`src/rtl/prr_ram.sv`:
```
// Simple dual-port synchronous RAM, one write port, one registered read port.
`timescale 1ns / 1ps

module prr_ram #(
    parameter int DEPTH = 64,
    parameter int WIDTH = 16
) (
    input  logic                     clk,
    input  logic                     we,
    input  logic [$clog2(DEPTH)-1:0] waddr,
    input  logic [WIDTH-1:0]         wdata,
    input  logic                     re,
    input  logic [$clog2(DEPTH)-1:0] raddr,
    output logic [WIDTH-1:0]         rdata
);

    logic [WIDTH-1:0] mem [DEPTH];

    always_ff @(posedge clk)
    begin
        if (we)
        begin
            mem[waddr] <= wdata;
        end
    end

    always_ff @(posedge clk)
    begin
        if (re)
        begin
            rdata <= mem[raddr];
        end
    end

endmodule

```
`config.mk`:
```
export PLATFORM = sky130hd
export DESIGN_NAME = prr_ram
export DESIGN_NICKNAME = d
export VERILOG_FILES = /design/src/rtl/prr_ram.sv
export SDC_FILE = /design/constraint.sdc
export NUM_CORES = 1
export LEC_CHECK = 0
export BUFFER_PORTS_ARGS = -buffer_cell sky130_fd_sc_hd__buf_2
export CORE_MARGIN = 3
export CORE_UTILIZATION = 55
export DETAILED_ROUTE_END_ITERATION = 12
export PLACE_DENSITY = 0.71
export SLEW_MARGIN = 20
export SYNTH_ARGS = -nofsm -noshare
export SYNTH_HDL_FRONTEND = slang
export SYNTH_SLANG_ARGS = --single-unit
```
`constraint.sdc`:
```
create_clock -name clk -period 5.9 [get_ports clk]
set_clock_uncertainty 0.2 [all_clocks]
set_input_delay 0 -clock clk [delete_from_list [all_inputs] [get_ports clk]]
set_output_delay 0 -clock clk [all_outputs]
set_load 0.02 [all_outputs]
```
* Word level (Yosys, flattened, before mapping) *
Memories as Yosys holds them, arrays and structs flattened. A register that Yosys moved wholly into a read port is not among the register bits.
Index checks and enable logic that the tools add are counted.
Widths: inputs -> output; s select.

cells by class
  mux-type cells = 2

operators by type and width
  operator  count
  $mux 1    2

word-level totals
  register bits = 0
  RAM bits = 1024
  bits of input ports = 31
  output and inout port bits = 16
  word-level logic and storage cells = 3
  memories = 1

memories
  memory  words  bits a word  rd ports  clocked after memory_dff  write ports  line  source
  mem     64     16           1         1                         1            17    logic [WIDTH-1:0] mem [DEPTH];

* Longest topological paths before layout *
  depth after elaboration = 2
  mapped depth = 10
  depth with buffers taken out = 5

* Worst setup path after synthesis *
Ideal clock, no wire load.

  kind = input to register
  start = input waddr[3]
  end = memory mem[48][0], enable pin
  library setup time = 409 ps
  data arrival time = 1626 ps
  required time = 5291 ps
  setup slack = 3665 ps
  cell stages on the path = 4
  buffers on the path = 1
  cell sequence = clkbuf_1 nor2b_1 nand4b_1 nor3_1

RTL lines
  item         line  source
  from (decl)  10    input logic [$clog2(DEPTH)-1:0] waddr,
  to (decl)    17

No word-level cell before the write port.

==> metrics.md <==
| Metric | Value |
|---|---|
| Setup TNS | 0 ps |
| RSZ-0062 raised after global routing | false |
| CP Class | input port to flip-flop |
| Fin crit share | a little under half |
| P_sw | about 3.2 mW |
| ANT nets after route | 0 |
| Via/cell ratio | around 6.4 |
| Die ar. | between 0.07 and 0.08 mm2 |
| Synth Cell Area | slightly above 0.04 mm2 |
| Max-Slew Margin vs Limit | between 20% and 30% |
| # rows | 98 |
| Max-cap violations | 0 |
| Final hold violation count | 0 |
| Largest family of logic cells by synthesized area | multiplexers |
| Core Region | 0.0720 mm2 |
| Sequential share of the synthesized area | between 70 and 80% |
| Area after DPL | about 0.042 mm2 |
| H-tree levels | 3 |
| Vias in the first global route | roughly 19000 |
| # setup viols final | 0 |
| Flop pwr share | 53.2% |
| Status | finished, final reports clean |
| Fin worst setup slack | between 3000 and 4000 ps |
| Ys Warns | 0 |
| Tmin final | about 2700 ps |
| Comb pwr share | approximately 4.9% |
| Gates resized, CTS repair | 0 |
| TritonCTS Buffers | ~100 |
| Compound-gate portion of the synthesized area | roughly 2.4% |
| Simple-Gate Fraction of Synth Area | between 2 and 3% |
| Area growth from synthesis to layout | 12.6% |
| Design area | 0.0452 mm2 |
| Internal power | between 10 and 15 mW |
| Wire length after detailed routing | between 90 and 100 mm |
| Via count | approximately 19000 |
| Ys async rst share | 0% |
| CTS clk-pin slew, worst paths | roughly 60 ps |
| RD Place Congestion | between 0.8 and 0.9 |
| Drt wl/cell | ~31 um |
| Syn nets | between 1500 and 2000 |
| Die Y-Extent | approximately 280 um |
| DP Worst Slack | roughly 2500 ps |
| Critical Path, Cell by Cell | buf_8 > buf_4 > mux4_2 > mux2_2 > nand2_1 > nand4_1 > and4_1 |
| Final nets | between 2000 and 2500 |
| Gate count after technology mapping | around 1800 |
| Max incr delay on CP | ~570 ps |
| Crit start category | input port |
| Final Slew Violations | 0 |
| DRC violations left | 0 |
| Post-Synth Adder-Cell Area | 0% |
| Lkg Pwr | roughly 14 nW |
| Initial Util | between 50% and 60% |
| CP Max Fanout | 71 |
| CTS tree | yes |
| Gr ovfl total | 0 |
| Avg Cell Area, Syn | 22.0 um2 |
| Clock Path Buffers | 3 |
| Crit path capture type | flip-flop |
| Largest net degree at the start of global routing | 113 |
| CP required | about 6100 ps |
| Port bufs | 46 |
| GRT Total Usage | 24.3% |
| Reg2Reg Launch Point | mem[11][4]$_DFFE_PP_ |
| FMAX | around 380 MHz |
| Critical Path Start | raddr[0] |
| First-pass GRT wire length | 135 mm |
| Hold path startpoint | wdata[13] |
| Synth unique cells | 42 |
| Switching share of power | 20.8% |
| Worst VDD drop | approximately 270 uV |
| Cell Pwr Density | 341 mW/mm2 |
| Ys flop type | edfxtp_1 |
| Synth Register Bits | roughly 1000 |
| Clk sink count | ~1000 |
| Post-synth EDFFs | between 1000 and 1500 |
| Initial antenna violation count | 5 |
| Xor/xnor cell area share of the yosys netlist | 0% |
| Worst-Skew Late Latency | about 670 ps |
| Dpl hpwl | 52.9 mm |
| Slowest stage cell, crit path | mux4_2 |
| Share of layout cells above drive strength 1 | 26.5% |
| Pwr Total | 15.5 mW |
| DRT Pass-1 Iters | 6 |
| Post-synthesis mux area share | ~15% |
| CTS root buffer | clkbuf_16 |
| Worst Path Arrival | roughly 2900 ps |
| Starting DRT DRC Count | about 2500 |
| Top Ports | 47 |
| Worst Hold Class | input port to flip-flop |
| Die Wd | roughly 280 um |
| Clk network pwr share | between 40% and 50% |
| Measured slew at the worst slew-check pin | 1080 ps |
-- worst max-delay path: cells and delay by family --
| family | cells | cell delay (ps) |
|---|---|---|
| muxes | 2 | 840 |
| and+or+nand+nor | 3 | 870 |
| buffers and inverters | 2 | 980 |
-- registers in the layout, indices dropped and copies added, names as in the netlist --
name / flops
rdata: 16
mem: 1024
-- cell type report --
cell class,instances,area (um2)
clock inverter,67,744
tap,950,1190
clock buffer,119,2590
fill,4730,26700
timing repair buffer,154,1190
antenna,3,7.51
multi-input combinational,685,8290
sequential,1040,31200
-- power by group through the flow --
stage                     registers (mW)  logic (mW)  clock network, mW
final                               8.22       0.749               6.48
after global routing                8.22       0.796               6.87
after CTS                           8.22       0.754               6.56
after detailed placement            8.38       0.738                  0
after global placement              8.37       0.722                  0
after floorplan                     8.38       0.424                  0
-- synthesized netlist by cell type, drive strengths merged, types with 3 or more instances --
| master | count | area share [%] |
|---|---|---|
| a211o | 8 | 0.17 |
| a211oi | 8 | 0.15 |
| a21oi | 17 | 0.21 |
| a221o | 6 | 0.15 |
| a221oi | 16 | 0.35 |
| a22o | 6 | 0.13 |
| a22oi | 39 | 0.73 |
| a311oi | 8 | 0.17 |
| a31oi | 8 | 0.12 |
| a41oi | 5 | 0.11 |
| and4 | 5 | 0.11 |
| buf | 77 | 1.6 |
| clkbuf | 27 | 0.27 |
| edfxtp | 1040 | 78 |
| mux2 | 27 | 0.76 |
| mux2i | 85 | 2.1 |
| mux4 | 224 | 13 |
| nand2 | 60 | 0.58 |
| nand2b | 3 | 0.047 |
| nand3 | 24 | 0.30 |
| nand4 | 12 | 0.19 |
| nor2 | 74 | 0.70 |
| nor2b | 30 | 0.47 |
| nor4 | 3 | 0.093 |
| o21ai | 8 | 0.10 |
-- placed cells by master (no fill, tap or decap), drive strengths merged, types with 30 or more instances in the layout --
cell and instances:
edfxtp 1040, mux4 224, buf 126, clkbuf 120, mux2i 85, nor2 74, nand2 60, clkinv 46
a22oi 39, nor2b 30
-- layer usage --
layer	part of all wire (%)	GRT usage, %	wire length (um)
met4	2.7	6.53	2470
met5	0.0098	0	9
met2	48	37.8	44400
met3	9.7	5.24	8900
met1	40	35.7	36400
-- metrics by stage --
| stage | std cells | util, % | hold WS (ps) |
|---|---|---|---|
| 2_1_floorplan | 1829 | - | -101 |
| 3_3_place_gp | 2802 | 57.8 | 160 |
| 3_5_place_dp | 2802 | 57.8 | 189 |
| 4_1_cts | 3015 | 62.8 | 18.0 |
| 5_1_grt | 3016 | 62.9 | 40.7 |
| 6_report | 3018 | 62.9 | 77.3 |
-- cells by family after synthesis --
logic type | after synthesis
DFF | 1040
muxes | 336
and+or+nand+nor | 220
AOI/OAI and AO/OA | 129
buffers and inverters | 104
-- final timing paths --
check,endpoint,slack (ps),cells past startpoint
max,rdata[14]$_DFFE_PP_,3240,7
min,mem[46][13]$_DFFE_PP_,80,2
max reg2reg,rdata[4]$_DFFE_PP_,3410,5
min reg2reg,rdata[12]$_DFFE_PP_,790,4
-- repair_timing --
action | CTS | global route
setup endpoints to repair | 0 | 0
hold endpoints to repair | 1189 | 0
setup buffers | 0 | 0
hold buffers | 27 | 0
Note: power is estimated with default switching activity, not from simulation.
