**config.mk**
```make
export PLATFORM = sky130hd
export DESIGN_NAME = prr_mac
export DESIGN_NICKNAME = d
export VERILOG_FILES = /design/src/rtl/prr_pkg.sv /design/src/rtl/prr_mac.sv
export SDC_FILE = /design/constraint.sdc
export NUM_CORES = 1
export LEC_CHECK = 0
export BUFFER_PORTS_ARGS = -buffer_cell sky130_fd_sc_hd__buf_2
export CORE_MARGIN = 5
export CORE_UTILIZATION = 45
export DETAILED_ROUTE_END_ITERATION = 10
export PLACE_DENSITY = 0.59
export RECOVER_POWER = 100
export SYNTH_ARGS = -nofsm -noshare
export SYNTH_HDL_FRONTEND = slang
export SYNTH_SLANG_ARGS = --single-unit
```
**constraint.sdc**
```tcl
create_clock -name clk -period 3.3 [get_ports clk]
set_clock_uncertainty 0.1 [all_clocks]
set_input_delay 0.165 -clock clk [delete_from_list [all_inputs] [get_ports clk]]
set_output_delay 0.165 -clock clk [all_outputs]
set_load 0.05 [all_outputs]
```
**src/rtl/prr_pkg.sv**
```systemverilog
// Shared types, codes and defaults for the polyphase rational resampler.
`timescale 1ns / 1ps

package prr_pkg;

    localparam int DEF_MAX_TAPS      = 4096;
    localparam int DEF_HISTORY_DEPTH = 64;
    localparam int DEF_SAMPLE_BITS   = 16;

    localparam int MAX_OUT     = 64;
    localparam int FACTOR_W    = 11;
    localparam int TAPCNT_W    = 13;
    localparam int PHASE_W     = 11;
    localparam int COEFF_IDX_W = 12;
    localparam int CFG_W       = 13;
    localparam int CFG_IDX_W   = 2;

    localparam logic [FACTOR_W-1:0] RST_INTERP = 11'd160;
    localparam logic [FACTOR_W-1:0] RST_DECIM  = 11'd441;
    localparam logic [TAPCNT_W-1:0] RST_TAPS   = 13'd4096;

    localparam logic [CFG_IDX_W-1:0] REG_INTERP = 2'd0;
    localparam logic [CFG_IDX_W-1:0] REG_DECIM  = 2'd1;
    localparam logic [CFG_IDX_W-1:0] REG_TAPS   = 2'd2;

    typedef enum logic [1:0] {
        KIND_LOAD    = 2'd0,
        KIND_PUSH    = 2'd1,
        KIND_RESTART = 2'd2
    } kind_t;

    typedef enum logic [2:0] {
        ST_IDLE,
        ST_CHECK,
        ST_ISSUE,
        ST_DRAIN,
        ST_EMIT,
        ST_SKIP,
        ST_WRAP
    } state_t;

    typedef struct packed {
        logic clear;
        logic term_vld;
    } mac_ctrl_t;

endpackage

```
**src/rtl/prr_mac.sv**
```systemverilog
// Multiply-accumulate pipeline with round-half-up and saturation of the sum.
`timescale 1ns / 1ps

module prr_mac #(
    parameter int SAMPLE_BITS   = prr_pkg::DEF_SAMPLE_BITS,
    parameter int HISTORY_DEPTH = prr_pkg::DEF_HISTORY_DEPTH
) (
    input  logic                          clk,
    input  logic                          rst_n,
    input  prr_pkg::mac_ctrl_t            ctrl,
    input  logic signed [SAMPLE_BITS-1:0] coeff,
    input  logic signed [SAMPLE_BITS-1:0] sample,
    output logic                          busy,
    output logic signed [SAMPLE_BITS-1:0] result
);
    import prr_pkg::*;

    localparam int PW = 2 * SAMPLE_BITS;
    localparam int AW = PW + $clog2(HISTORY_DEPTH) + 1;
    localparam int RW = AW - (SAMPLE_BITS - 1);
    localparam logic signed [AW-1:0] HALF   = AW'(64'sd1 <<< (SAMPLE_BITS - 2));
    localparam logic signed [RW-1:0] SAT_HI = RW'((64'sd1 <<< (SAMPLE_BITS - 1)) - 64'sd1);
    localparam logic signed [RW-1:0] SAT_LO = RW'(-(64'sd1 <<< (SAMPLE_BITS - 1)));

    logic signed [PW-1:0] prod_reg;
    logic                 prod_vld_reg;
    logic signed [AW-1:0] acc_reg;
    logic signed [AW-1:0] acc_next;
    logic signed [AW-1:0] rnd_sum;
    logic signed [AW-1:0] rnd_shift;
    logic signed [RW-1:0] scaled;

    always_ff @(posedge clk or negedge rst_n)
    begin
        if (!rst_n)
        begin
            prod_vld_reg <= 1'b0;
        end
        else
        begin
            prod_vld_reg <= ctrl.term_vld;
        end
    end

    always_ff @(posedge clk)
    begin
        if (ctrl.term_vld)
        begin
            prod_reg <= coeff * sample;
        end
        acc_reg <= acc_next;
    end

    always_comb
    begin
        acc_next = acc_reg;
        if (ctrl.clear)
        begin
            acc_next = '0;
        end
        else if (prod_vld_reg)
        begin
            acc_next = acc_reg + AW'(prod_reg);
        end
    end

    assign busy = prod_vld_reg;

    always_comb
    begin
        rnd_sum   = acc_reg + HALF;
        rnd_shift = rnd_sum >>> (SAMPLE_BITS - 1);
        scaled    = RW'(rnd_shift);
        if (scaled > SAT_HI)
        begin
            result = SAMPLE_BITS'(SAT_HI);
        end
        else if (scaled < SAT_LO)
        begin
            result = SAMPLE_BITS'(SAT_LO);
        end
        else
        begin
            result = SAMPLE_BITS'(scaled);
        end
    end

endmodule

```
Word-level counts from Yosys, hierarchy flattened --
Index checks and enable logic that the tools add are counted.
Storage, ports and cells: bits in registers 72, latch bits 0, bits in writable memories 0, memory bits (read-only) 0, input bits 36, output and inout bits 17, word-level logic and storage cells 10, memories kept 0
Operators by class: add/sub/neg operators 2, multipliers 1, divide/modulo/power cells 0, order comparisons 2, equal/unequal tests 0, shift operators 0, mux-type cells 2, bitwise gates (word level) 0, reductions and logical operators 0
Operator list (count):
- 39-bit by 16-bit adder with 39-bit output (second input constant) | 1
- 39-bit by 32-bit adder with 39-bit output | 1
- 16-bit by 16-bit multiplier with 32-bit output | 1
- 16-bit 2-to-1 mux | 2
- 24-bit by 16-bit greater-than comparator with 1-bit output (second input constant) | 1
- 24-bit by 16-bit < comparator with 1-bit output (second input constant) | 1

Logic depth before layout (Yosys ltp) --
Gate-level depths: netlist of run 1.
word-level depth 4, mapped depth 24, mapped depth without buffers 22

Least setup slack after synthesis of run 1 --
No wires, ideal clock.
path kind input-to-reg, start input sample[15], end register prod_reg[25] (data pin), setup time 0.272 ns, data arrival time 5.665 ns, required time 2.928 ns, path slack -2.736 ns, stages on the path 19, path buffers 1, cells stage by stage inv_1 -> clkbuf_1 -> nor2_1 -> fa_1 -> fa_1 -> fa_1 -> fa_1 -> fa_1 -> inv_1 -> fa_1 -> inv_1 -> ha_1 -> nand4_1 -> nor3_1 -> and3_1 -> nor2_1 -> o211ai_1 -> a2111oi_0 -> or4b_1
On the way: cells in the longest elaborated chain, start to end 1
RTL lines:
- from (decl) | line prr_mac.sv:12 | input logic signed [SAMPLE_BITS-1:0] sample,
- 16-bit by 16-bit multiplier with 32-bit output | line prr_mac.sv:49 | prod_reg <= coeff * sample;
- to (signal assigned) | line prr_mac.sv:49
- to (decl) | line prr_mac.sv:25 | logic signed [PW-1:0] prod_reg;
No other way between the ends. A chain may end at the register's enable or synchronous reset.

Worst setup path in the final report of run 1 --
start input coeff[3], end register prod_reg[25] (data pin)
On the way: cells in the longest elaborated chain, start to end 1
RTL lines:
- from (decl) | line prr_mac.sv:11 | input logic signed [SAMPLE_BITS-1:0] coeff,
- 16-bit by 16-bit multiplier with 32-bit output | line prr_mac.sv:49
No other way between the ends.

==> results of run 1 <==
==> kinds of logic (layout without fill, tap and decap cells) <==
family,Yosys count,count (layout)
buf+inv,403,639
mux,14,14
xor+xnor,68,68
simple gates,514,514
fa+ha+maj,384,384
flops,72,72
compound gates,247,248
==> placed cells by master, fill, tap and decap left out, types with 11 or more instances in the layout <==
master	netlist	final
ha_4	0	31
mux2i_1	12	12
a21oi_1	53	38
or3_1	12	12
and2_4	0	31
nand3_1	28	26
buf_4	0	173
xor2_1	32	30
o21ai_1	14	22
buf_2	2	11
fa_2	0	26
nand2b_1	11	11
o21a_1	13	12
ha_1	121	87
clkbuf_16	0	11
a211oi_1	13	11
o21ai_0	42	29
dfxtp_1	39	34
and2_1	130	95
xnor2_1	36	28
nor3_1	28	24
nand2_1	176	160
and3_1	15	11
a21o_1	25	25
buf_6	2	59
inv_1	344	302
a21oi_2	0	11
buf_12	0	13
nor2_1	64	50
inv_2	0	40
fa_1	263	237
edfxtp_1	32	32
nand4_1	11	11
==> metrics by stage <==
stage | worst slack (ps) | utilization, % | std cells
after floorplan | -2292 | - | 1702
after global placement | -2638 | 52.24 | 2324
after detailed placement | -2764 | 52.24 | 2324
after CTS | -2145 | 56.23 | 2368
after global routing | -2366 | 58.17 | 2387
final | -2133 | 58.17 | 2387
==> timing repair <==
| action | CTS | global route |
|---|---|---|
| pin swaps | 138 | 111 |
| resized for setup | 213 | 140 |
| hold buffers | 1 | 0 |
| hold endpoints to repair | 1 | 0 |
| gates cloned | 1 | 3 |
| setup buffers | 30 | 23 |
| setup endpoints to repair | 42 | 42 |
==> worst max-delay path, cell delays in order <==
cell and delay [ps]:
buf_8 120, and2_4 160, fa_1 530, inv_1 60, fa_1 480, inv_1 60, fa_2 540, fa_2 430
fa_1 480, inv_1 50, fa_1 510, inv_2 50, ha_4 260, nand4_1 150, nor3_4 170, and3_4 220
nor2_4 40, o211ai_1 260, a2111oi_1 130, or4b_1 530
==> layer usage <==
metal | wire [um] | GRT usage, % | part of all wire, % | up-vias
met2 | 19210 | 36.25 | 51 | 194
li1 | - | - | - | 5918
met1 | 16810 | 26.70 | 44 | 6097
met4 | 703 | 3.672 | 1.9 | 0
met5 | 0 | 0 | 0 | -
met3 | 1103 | 1.879 | 2.9 | 41
==> final cells by class <==
cell class,instances,area (sq um),share of cell area (%)
Clock inverter,6,45.04,0.2321
Inverter,345,1305,6.724
Sequential cell,72,1773,9.135
Clock buffer,10,229.0,1.180
Tap cell,448,560.5,2.888
Multi-Input combinational cell,1228,12940,66.70
Timing Repair Buffer,278,2550,13.14
==> path summary, 6_finish.rpt <==
check / slack, ps / cells past startpoint / from / to
worst max-delay path: -2130 / 20 / coeff[3] / prod_reg[25]$_DFFE_PP_
worst min register to register: 370 / 2 / acc_reg[12]$_SDFFE_PP0P_ / acc_reg[12]$_SDFFE_PP0P_
worst min-delay path: 20 / 2 / rst_n / busy$_DFF_PN0_
min in group clk: 70 / 2 / ctrl[1] / acc_reg[36]$_SDFFE_PP0P_
max in group asynchronous: 2980 / 2 / rst_n / busy$_DFF_PN0_
worst max register to register: 60 / 11 / prod_reg[0]$_DFFE_PP_ / acc_reg[38]$_SDFFE_PP0P_
==> metrics.yaml, run 1 <==
finish:
  diodes: 0
  stdcell_area_sq_um: 19410
  drive_gt1_share_pct: 27.33
  fillers: 3031
  fin_nets: 2354
  largest_reg_flops: 39
  syn2layout_area_growth_pct: 28.16
die:
  num_rows: 67
  die_y_um: 193.4
  io_pins: 53
  die_w_um: 193.4
  coreArea_sq_um: 33360
  start_util_pct: 45.39
  die-area_sq_um: 37420
sta:
  hold_violations: 0
  min_period_ps: 5433
  hold_ws_ps: 18.74
  tns_ps: -41360
  fmax_ghz: 0.1841
  relSlewSlack_pct: -23.11
  slew_violations: 34
  grt_setup_unrepaired: "true"
  worst_slew_pin_slew_ps: 1847
  fin_ws_ps: -2133
  finalCritPeriodShare_pct: 164.6
  setup_viol: 33
routing:
  drtPass1Iterations: 5
  drc: 0
  vias: 12250
  via_per_inst: 5.132
  routed_wl_mm: 37.82
  wire_per_inst_um: 15.85
  drt_iter0_drc: 572
  ant_nets: 0
run_status:
  violations: "capacitance limit, slew limit, setup timing"
  status: "finished with violations"
place:
  portBuffers: 52
  hpwlAfterDp_mm: 30.80
  place_congestion: 0.8612
  placed_area_sq_um: 17430
clock_tree:
  htree_levels: 3
  clock_latency_ps: 340
  cts_tree: "done"
  cts_made_buffers: 9
  cts_root_buffer: "clkbuf_16"
  clk_pin_slew_ps: 60
  cts_sinks: 72
  cts_buffer_depth: 2
logic_synthesis:
  synth_common_cells: "344 x inv_1, 263 x fa_1, 176 x nand2_1, 130 x and2_1, 121 x ha_1"
  async_flop_share_pct: 1.389
  synth_seq_cells: 72
  synth_flop_cell: "dfxtp_1"
  yosysWarnings: 0
  yosysTopAreaCell: "fa_1"
  synth_top_area_share_pct: 34.77
  ys_types: 85
  synthMuxAreaShare_pct: 0.9419
  syn_area_per_cell_sq_um: 8.897
  ys_seq_area_share_pct: 11.67
  synth_compound_area_share_pct: 11.37
  synth_xor_area_share_pct: 3.933
  syn-cell-area_sq_um: 15140
  synth_most_common_cell: "inv_1"
  synth_fa_ha_area_share_pct: 44.77
  ys_top_cells_by_area: "fa_1 35%, ha_1 10%, inv_1 8.5%, edfxtp_1 6.3%, and2_1 5.4%"
  synthesis.nets: 2122
  synth_top_family_by_area: "adder cells"
  synth_cells: 1702
  synth_edf_count: 32
  synthSimpleGateAreaFrac_pct: 17.20
setup_path:
  cp.required_ps: 3270
  cp-end-kind: "flop"
  critPathKind: "in -> reg"
  crit_arrival_ps: 5410
  startpoint_type: "input pin"
  worst-path-max-fanout: 8
hold_path:
  hold_path.class: "in -> async"
global_routing:
  grt_pass1_vias: 13036
  antenna_found_initial: 1
  grt_pass1_wl_mm: 63.53
  grt_max_degree: 34
  grt_usage_pct: 20.10
  grt_overflow: 0
flow_run:
  drv_cap: 1
Power of run 1 is not shown: default switching activity piles up to over one toggle a cycle in this logic, so the estimate is an artifact.
==> inputs of run 2 (changes only) <==
--- a/config.mk
+++ b/config.mk
@@ -5,6 +5,7 @@
 export SDC_FILE = /design/constraint.sdc
 export NUM_CORES = 1
 export LEC_CHECK = 0
+export ABC_AREA = 1
 export BUFFER_PORTS_ARGS = -buffer_cell sky130_fd_sc_hd__buf_2
 export CORE_MARGIN = 5
 export CORE_UTILIZATION = 45
==> run 2 against run 1 <==
Net effect: the flow still finishes with violations (capacitance limit, slew limit, setup timing); final area grew 6.2%; critical path type unchanged; hold slack better by 7.2 ps; non-clock buffer count decreased by 24; critical endpoint is now prod_reg[31]$_DFFE_PP_; die area rose by 8.8%; sequential share of layout area is 0.56 points lower; setup slack better by 320 ps; utilization shrank 1.6 points; area after synthesis increased by 9.3%; critical path depth up 2; final cell count is 26% higher; clock-buffer cell count grew 2; register-to-register slack gained 440 ps.
==> metrics.yaml, run 2 <==
global_routing:
  grt_max_degree: 45  # +32%
  grt_usage_pct: 22.99  # +2.9 points
  grt_pass1_wl_mm: 76.70  # +21%
  grt_overflow: 0  # unchanged
  antenna_found_initial: 0  # -1
  grt_pass1_vias: 15243  # +17%
setup_path:
  worst-path-stages: 22  # +10%
  startpoint_type: "input pin"
  worst-path-max-fanout: 5  # -3
  crit_buf_inv: 8  # +3
  rr_worst_depth: 15  # +4
  slowest_stage: "fa_1"
  cp_slowest_stage_delay_ps: 550  # about the same
  crit_arrival_ps: 5120  # -290 ps
  critPathKind: "in -> reg"
  cpMostUsedCell: "fa_1"
  cp.required_ps: 3300  # +30 ps
  path_cells: "buf_8 > clkinvlp_4 > buf_4 > buf_6 > or2_2 > fa_1 > fa_1 > inv_1 > fa_1 > fa_1 > inv_1 > fa_1 > fa_1 > inv_1 > ha_4 > inv_1 > nor3_4 > nand2_2 > nor3_2 > nand2_1 > nand3b_1 > nand2_1"
  cp_top_family: "adder cells"
  cp-end-kind: "flop"
die:
  num_rows: 70  # +4.5%
  die_y_um: 201.7  # +4.3%
  start_util_pct: 45.41  # about the same
  io_pins: 53  # unchanged
  die_w_um: 201.7  # +4.3%
  die-area_sq_um: 40700  # +8.8%
  coreArea_sq_um: 36430  # +9.2%
sta:
  finalCritPeriodShare_pct: 154.9  # -9.7 points
  hold_violations: 0  # unchanged
  min_period_ps: 5112  # -320.6 ps
  slew_violations: 34  # unchanged
  setup_viol: 27  # -18%
  grt_setup_unrepaired: "true"
  relSlewSlack_pct: -12.71  # +10 points
  fin_ws_ps: -1812  # +320.6 ps
  fmax_ghz: 0.1956  # +6.3%
  worst_slew_pin_slew_ps: 1691  # -155.9 ps
  hold_ws_ps: 25.95  # +7.216 ps
  tns_ps: -37800  # +3560 ps
finish:
  diodes: 0  # unchanged
  syn2layout_area_growth_pct: 24.58
  fin_nets: 2954  # +25%
  fillers: 3434  # +13%
  mostFrequentLayoutCells: "577 x nand2_1, 566 x inv_1, 233 x fa_1"
  largest_reg_flops: 39  # unchanged
  drive_gt1_share_pct: 21.47  # -5.9 points
  final_common_cell: "nand2_1"
clock_tree:
  cts_made_buffers: 9  # unchanged
  clk_pin_slew_ps: 60  # about the same
  clock_latency_ps: 340  # about the same
  cts_buffer_depth: 2  # unchanged
  cts_root_buffer: "clkbuf_16"
  cts_tree: "done"
  cts_sinks: 72  # unchanged
  htree_levels: 3  # unchanged
routing:
  ant_nets: 0  # unchanged
  routed_wl_mm: 45.76  # +21%
  vias: 14560  # +19%
  drtPass1Iterations: 5  # unchanged
  via_per_inst: 4.842  # -5.6%
  wire_per_inst_um: 15.22  # -4.0%
  drc: 0  # unchanged
  drt_iter0_drc: 655  # +15%
run_status:
  violations: "capacitance limit, slew limit, setup timing"
  status: "finished with violations"
place:
  portBuffers: 52  # unchanged
  place_congestion: 0.9105  # +5.7%
  hpwlAfterDp_mm: 39.86  # +29%
logic_synthesis:
  synth_most_common_cell: "inv_1"
  synth_edf_count: 32  # unchanged
  synth_top_area_share_pct: 31.82  # -2.9 points
  synth_flop_cell: "dfxtp_1"
  synth_cells: 2341  # +38%
  synthesis.nets: 2761  # +30%
  ys_top_cells_by_area: "fa_1 32%, inv_1 14%, nand2_1 14%, ha_1 9.2%, edfxtp_1 5.8%"
  async_flop_share_pct: 1.389  # unchanged
  yosysTopAreaCell: "fa_1"
  syn_area_per_cell_sq_um: 7.067  # -21%
  yosysWarnings: 0  # unchanged
  syn-cell-area_sq_um: 16540  # +9.3%
  ys_types: 41  # -52%
  synth_common_cells: "636 x inv_1, 624 x nand2_1, 263 x fa_1, 171 x nor2_1, 121 x ha_1"
  ys_seq_area_share_pct: 10.68  # -0.99 points
  synth_seq_cells: 72  # unchanged
flow_run:
  drv_cap: 1  # unchanged
hold_path:
  hold_path.class: "in -> async"
[run 2: kinds of logic after synthesis]
kind of cell	share of synthesized area, %
DFF	10.68
xor gates and xnor gates	3.441
adders and majority gates	40.97
buffers and inverters	16.22
and+or+nand+nor	22.46
AOI/OAI and AO/OA	6.224
[run 2: through the flow]
step / utilization (%) / setup slack, ps / cells / cell area, sq um
after global routing: 56.57 / -1997 / 3007 / 20610
after floorplan: - / -1854 / 2341 / 17760
after CTS: 55.67 / -1769 / 2997 / 20280
after detailed placement: 52.61 / -2370 / 2958 / 19170
final: 56.57 / -1812 / 3007 / 20610
after global placement: 52.61 / -2275 / 2958 / 19170
[run 2: layout make-up]
type                    instances  area (sq um)  area share (%)
clock buffers                  12         289.0           1.402
clock inverters                 4         55.05          0.2671
flip-flops and latches         72          1768           8.578
repair buffers                254          2147           10.42
well taps                     468         585.6           2.841
inverters                     639          2405           11.67
multi-input cells            1558         13360           64.83
[run 2: worst paths after layout]
| path | from | endpoint | slack, ps |
|---|---|---|---|
| setup reg to reg | prod_reg[0]$_DFFE_PP_ | acc_reg[22]$_SDFFE_PP0P_ | 500 |
| setup / recovery | sample[15] | prod_reg[31]$_DFFE_PP_ | -1810 |
| hold / removal | rst_n | busy$_DFF_PN0_ | 30 |
| hold reg to reg | acc_reg[0]$_SDFFE_PP0P_ | acc_reg[0]$_SDFFE_PP0P_ | 420 |
| min in group clk | ctrl[1] | acc_reg[38]$_SDFFE_PP0P_ | 320 |
| max in group asynchronous | rst_n | busy$_DFF_PN0_ | 2990 |
[run 2: layer usage]
layer	vias up	wire, um	share of wire (%)	track usage, %
met5	-	0	0	0
met4	0	1033	2.3	5.371
met3	69	981	2.1	1.450
met2	219	23280	51	41.85
met1	7033	20460	45	30.06
li1	7239	-	-	-
[run 2: worst reg2reg max path, cell delays in order (launching register included)]
cell	delay (ps)
edfxtp_1	330
ha_1	250
inv_1	90
fa_1	420
inv_1	150
nand3_1	80
nand2_1	190
nand2_1	70
nand2_1	150
nand3_1	90
nand3_1	210
nand2_1	80
nand2_1	190
nor2_1	60
o21ai_0	170
inv_1	50
[run 2: repair_timing]
item	4_1_cts	5_1_grt
buffers inserted	23	14
gates resized for setup	179	79
hold buffers	1	0
endpoints found under the setup margin	26	41
endpoints found under the hold margin	1	0
pin swaps	102	107
Power of run 2 is left out for the same reason.
==> inputs of run 3 (changes only) <==
--- a/config.mk
+++ b/config.mk
@@ -7,6 +7,7 @@
 export LEC_CHECK = 0
 export ABC_AREA = 1
 export BUFFER_PORTS_ARGS = -buffer_cell sky130_fd_sc_hd__buf_2
+export CORE_ASPECT_RATIO = 0.75
 export CORE_MARGIN = 5
 export CORE_UTILIZATION = 45
 export DETAILED_ROUTE_END_ITERATION = 10
==> run 3 against run 2 <==
Net effect: the flow still finishes with violations (capacitance limit, slew limit, setup timing); fmax is 1.5% higher; sequential share of layout area is 0.11 points lower; sequential cell count stayed put; final area is 1.2% higher; non-clock buffer count is 2 lower; final cell count is 0.86% higher; clock-buffer cell count stayed put; global-route usage is 1.9 points higher; utilization is 1.2 points higher; highest routed layer unchanged; setup slack better by 74 ps.
==> metrics.yaml, run 3 (same netlist as run 2, synthesis figures left out) <==
finish:
  mostFrequentLayoutCells: "566 x nand2_1, 559 x inv_1, 238 x fa_1"
  syn2layout_area_growth_pct: 26.05
  final_common_cell: "nand2_1"
  drive_gt1_share_pct: 22.31  # +0.84 points
  final_cells: 3033  # +0.86%
  diodes: 0  # unchanged
  fin_nets: 2952  # -0.068%
  largest_reg_flops: 39  # unchanged
place:
  dpl_worst_slack_ps: -2394  # -23.48 ps
  dpl.cell_count: 2977  # +0.64%
  hpwlAfterDp_mm: 41.65  # +4.5%
  place_congestion: 0.9312  # +2.3%
  portBuffers: 52  # unchanged
die:
  num_rows: 60  # -14%
  die-area_sq_um: 40740  # about the same
  start_util_pct: 45.82  # +0.41 points
  die_y_um: 176.1  # -13%
  die_w_um: 231.4  # +15%
  io_pins: 53  # unchanged
  coreArea_sq_um: 36110  # -0.89%
clock_tree:
  cts_sinks: 72  # unchanged
  clock_latency_ps: 360  # +20 ps
  cts_tree: "done"
  cts_root_buffer: "clkbuf_16"
  htree_levels: 3  # unchanged
  clk_pin_slew_ps: 60  # about the same
  cts_buffer_depth: 2  # unchanged
  cts_made_buffers: 9  # unchanged
sta:
  setup_viol: 26  # -3.7%
  relSlewSlack_pct: -23.58  # -11 points
  grt_setup_unrepaired: "true"
  min_period_ps: 5038  # -73.85 ps
  hold_violations: 0  # unchanged
  tns_ps: -37180  # +621.3 ps
  finalCritPeriodShare_pct: 152.7  # -2.2 points
  fmax_ghz: 0.1985  # +1.5%
  slew_violations: 34  # unchanged
  worst_slew_pin_slew_ps: 1854  # +163.1 ps
  fin_ws_ps: -1738  # +73.85 ps
global_routing:
  grt_max_degree: 45  # unchanged
  antenna_found_initial: 1  # +1
  grt_overflow: 0  # unchanged
  grt_pass1_wl_mm: 80.61  # +5.1%
  grt_pass1_vias: 15304  # +0.40%
  grt_usage_pct: 24.92  # +1.9 points
setup_path:
  rr_worst_depth: 13  # -2
  cp-end-kind: "flop"
  cp_slowest_stage_delay_ps: 520  # -30 ps
  cpMostUsedCell: "fa_1"
  slowest_stage: "fa_1"
  worst-path-max-fanout: 14  # +9
  path_cells: "buf_2 > buf_12 > nand2_1 > inv_1 > fa_1 > inv_1 > fa_1 > inv_1 > fa_1 > fa_2 > fa_1 > inv_1 > fa_1 > inv_2 > ha_4 > nand4_1 > buf_4 > inv_2 > a21oi_4 > or2_4 > nand4_1 > nand2_1"
  critPathKind: "in -> reg"
  cp.required_ps: 3310  # about the same
  startpoint_type: "input pin"
  crit_arrival_ps: 5040  # -80 ps
hold_path:
  hold_path.class: "in -> reg"
  holdPathStages: 4
routing:
  routed_wl_mm: 48.63  # +6.3%
  wire_per_inst_um: 16.03  # +5.4%
  vias: 14971  # +2.8%
  drt_iter0_drc: 1160  # +77%
  via_per_inst: 4.936  # +1.9%
  drc: 0  # unchanged
  ant_nets: 0  # unchanged
  drtPass1Iterations: 7  # +2
run_status:
  violations: "capacitance limit, slew limit, setup timing"
  status: "finished with violations"
flow_run:
  drv_cap: 1  # unchanged
## run 3: cell types whose count changed in the layout (fill, tap and decap cells not counted), moves of 5 or more
cell,change
clkbuf_2,-12
nand2_1,-11
buf_2,+10
buf_4,-8
inv_1,-7
nand2_4,+7
buf_8,+5
fa_1,+5
fa_2,-5
## run 3: final timing paths
check / slack (ps) / endpoint / start
worst max-delay path: -1740 / prod_reg[29]$_DFFE_PP_ / coeff[12]
worst min-delay path: 300 / prod_reg[0]$_DFFE_PP_ / coeff[0]
worst max register to register: 290 / acc_reg[14]$_SDFFE_PP0P_ / acc_reg[0]$_SDFFE_PP0P_
worst min register to register: 430 / acc_reg[0]$_SDFFE_PP0P_ / acc_reg[0]$_SDFFE_PP0P_
max in group asynchronous: 2470 / busy$_DFF_PN0_ / rst_n
min in group asynchronous: 530 / busy$_DFF_PN0_ / rst_n
## run 3: metal layers
| layer | routed length, um | global-route usage, % | vias up | share of wire [%] |
|---|---|---|---|---|
| met1 | 23830 | 38.24 | 7294 | 49 |
| met2 | 20380 | 37.20 | 402 | 42 |
| met5 | 0 | 0 | - | 0 |
| li1 | - | - | 7244 | - |
| met4 | 371 | 2.970 | 0 | 0.76 |
| met3 | 4053 | 5.595 | 31 | 8.3 |
## run 3: worst max-delay path, delay by kind of cell
kind,cells,cell delay [ps]
buffers and inverters,9,840
adders and majority gates,7,3270
and+or+nand+nor,5,690
AOI/OAI and AO/OA,1,60
## run 3: through the flow
step	util (%)	area, sq um	hold WS, ps
floorplan	-	17760	-230.6
global placement	52.99	19130	-160.3
detailed placement	52.99	19130	-154.9
CTS	56.74	20490	218.9
global route	57.75	20850	321.3
finish	57.75	20850	302.1
## run 3: area by class of cell
| type | instances | area [sq um] |
|---|---|---|
| fillers | 3383 | 15260 |
| well taps | 496 | 620.6 |
| flip-flops and latches | 72 | 1767 |
| inverters | 639 | 2412 |
| clock buffers | 12 | 267.8 |
| clock inverters | 4 | 50.05 |
| multi-input cells | 1558 | 13520 |
| repair buffers | 252 | 2220 |
## run 3: timing repair
item	4_1_cts	5_1_grt
cloned	2	0
setup endpoints to repair	26	27
setup buffers	27	12
hold buffers	2	0
gates resized for setup	230	92
hold endpoints to repair	1	0
pin swaps	165	49
Power of run 3 is left out for the same reason.
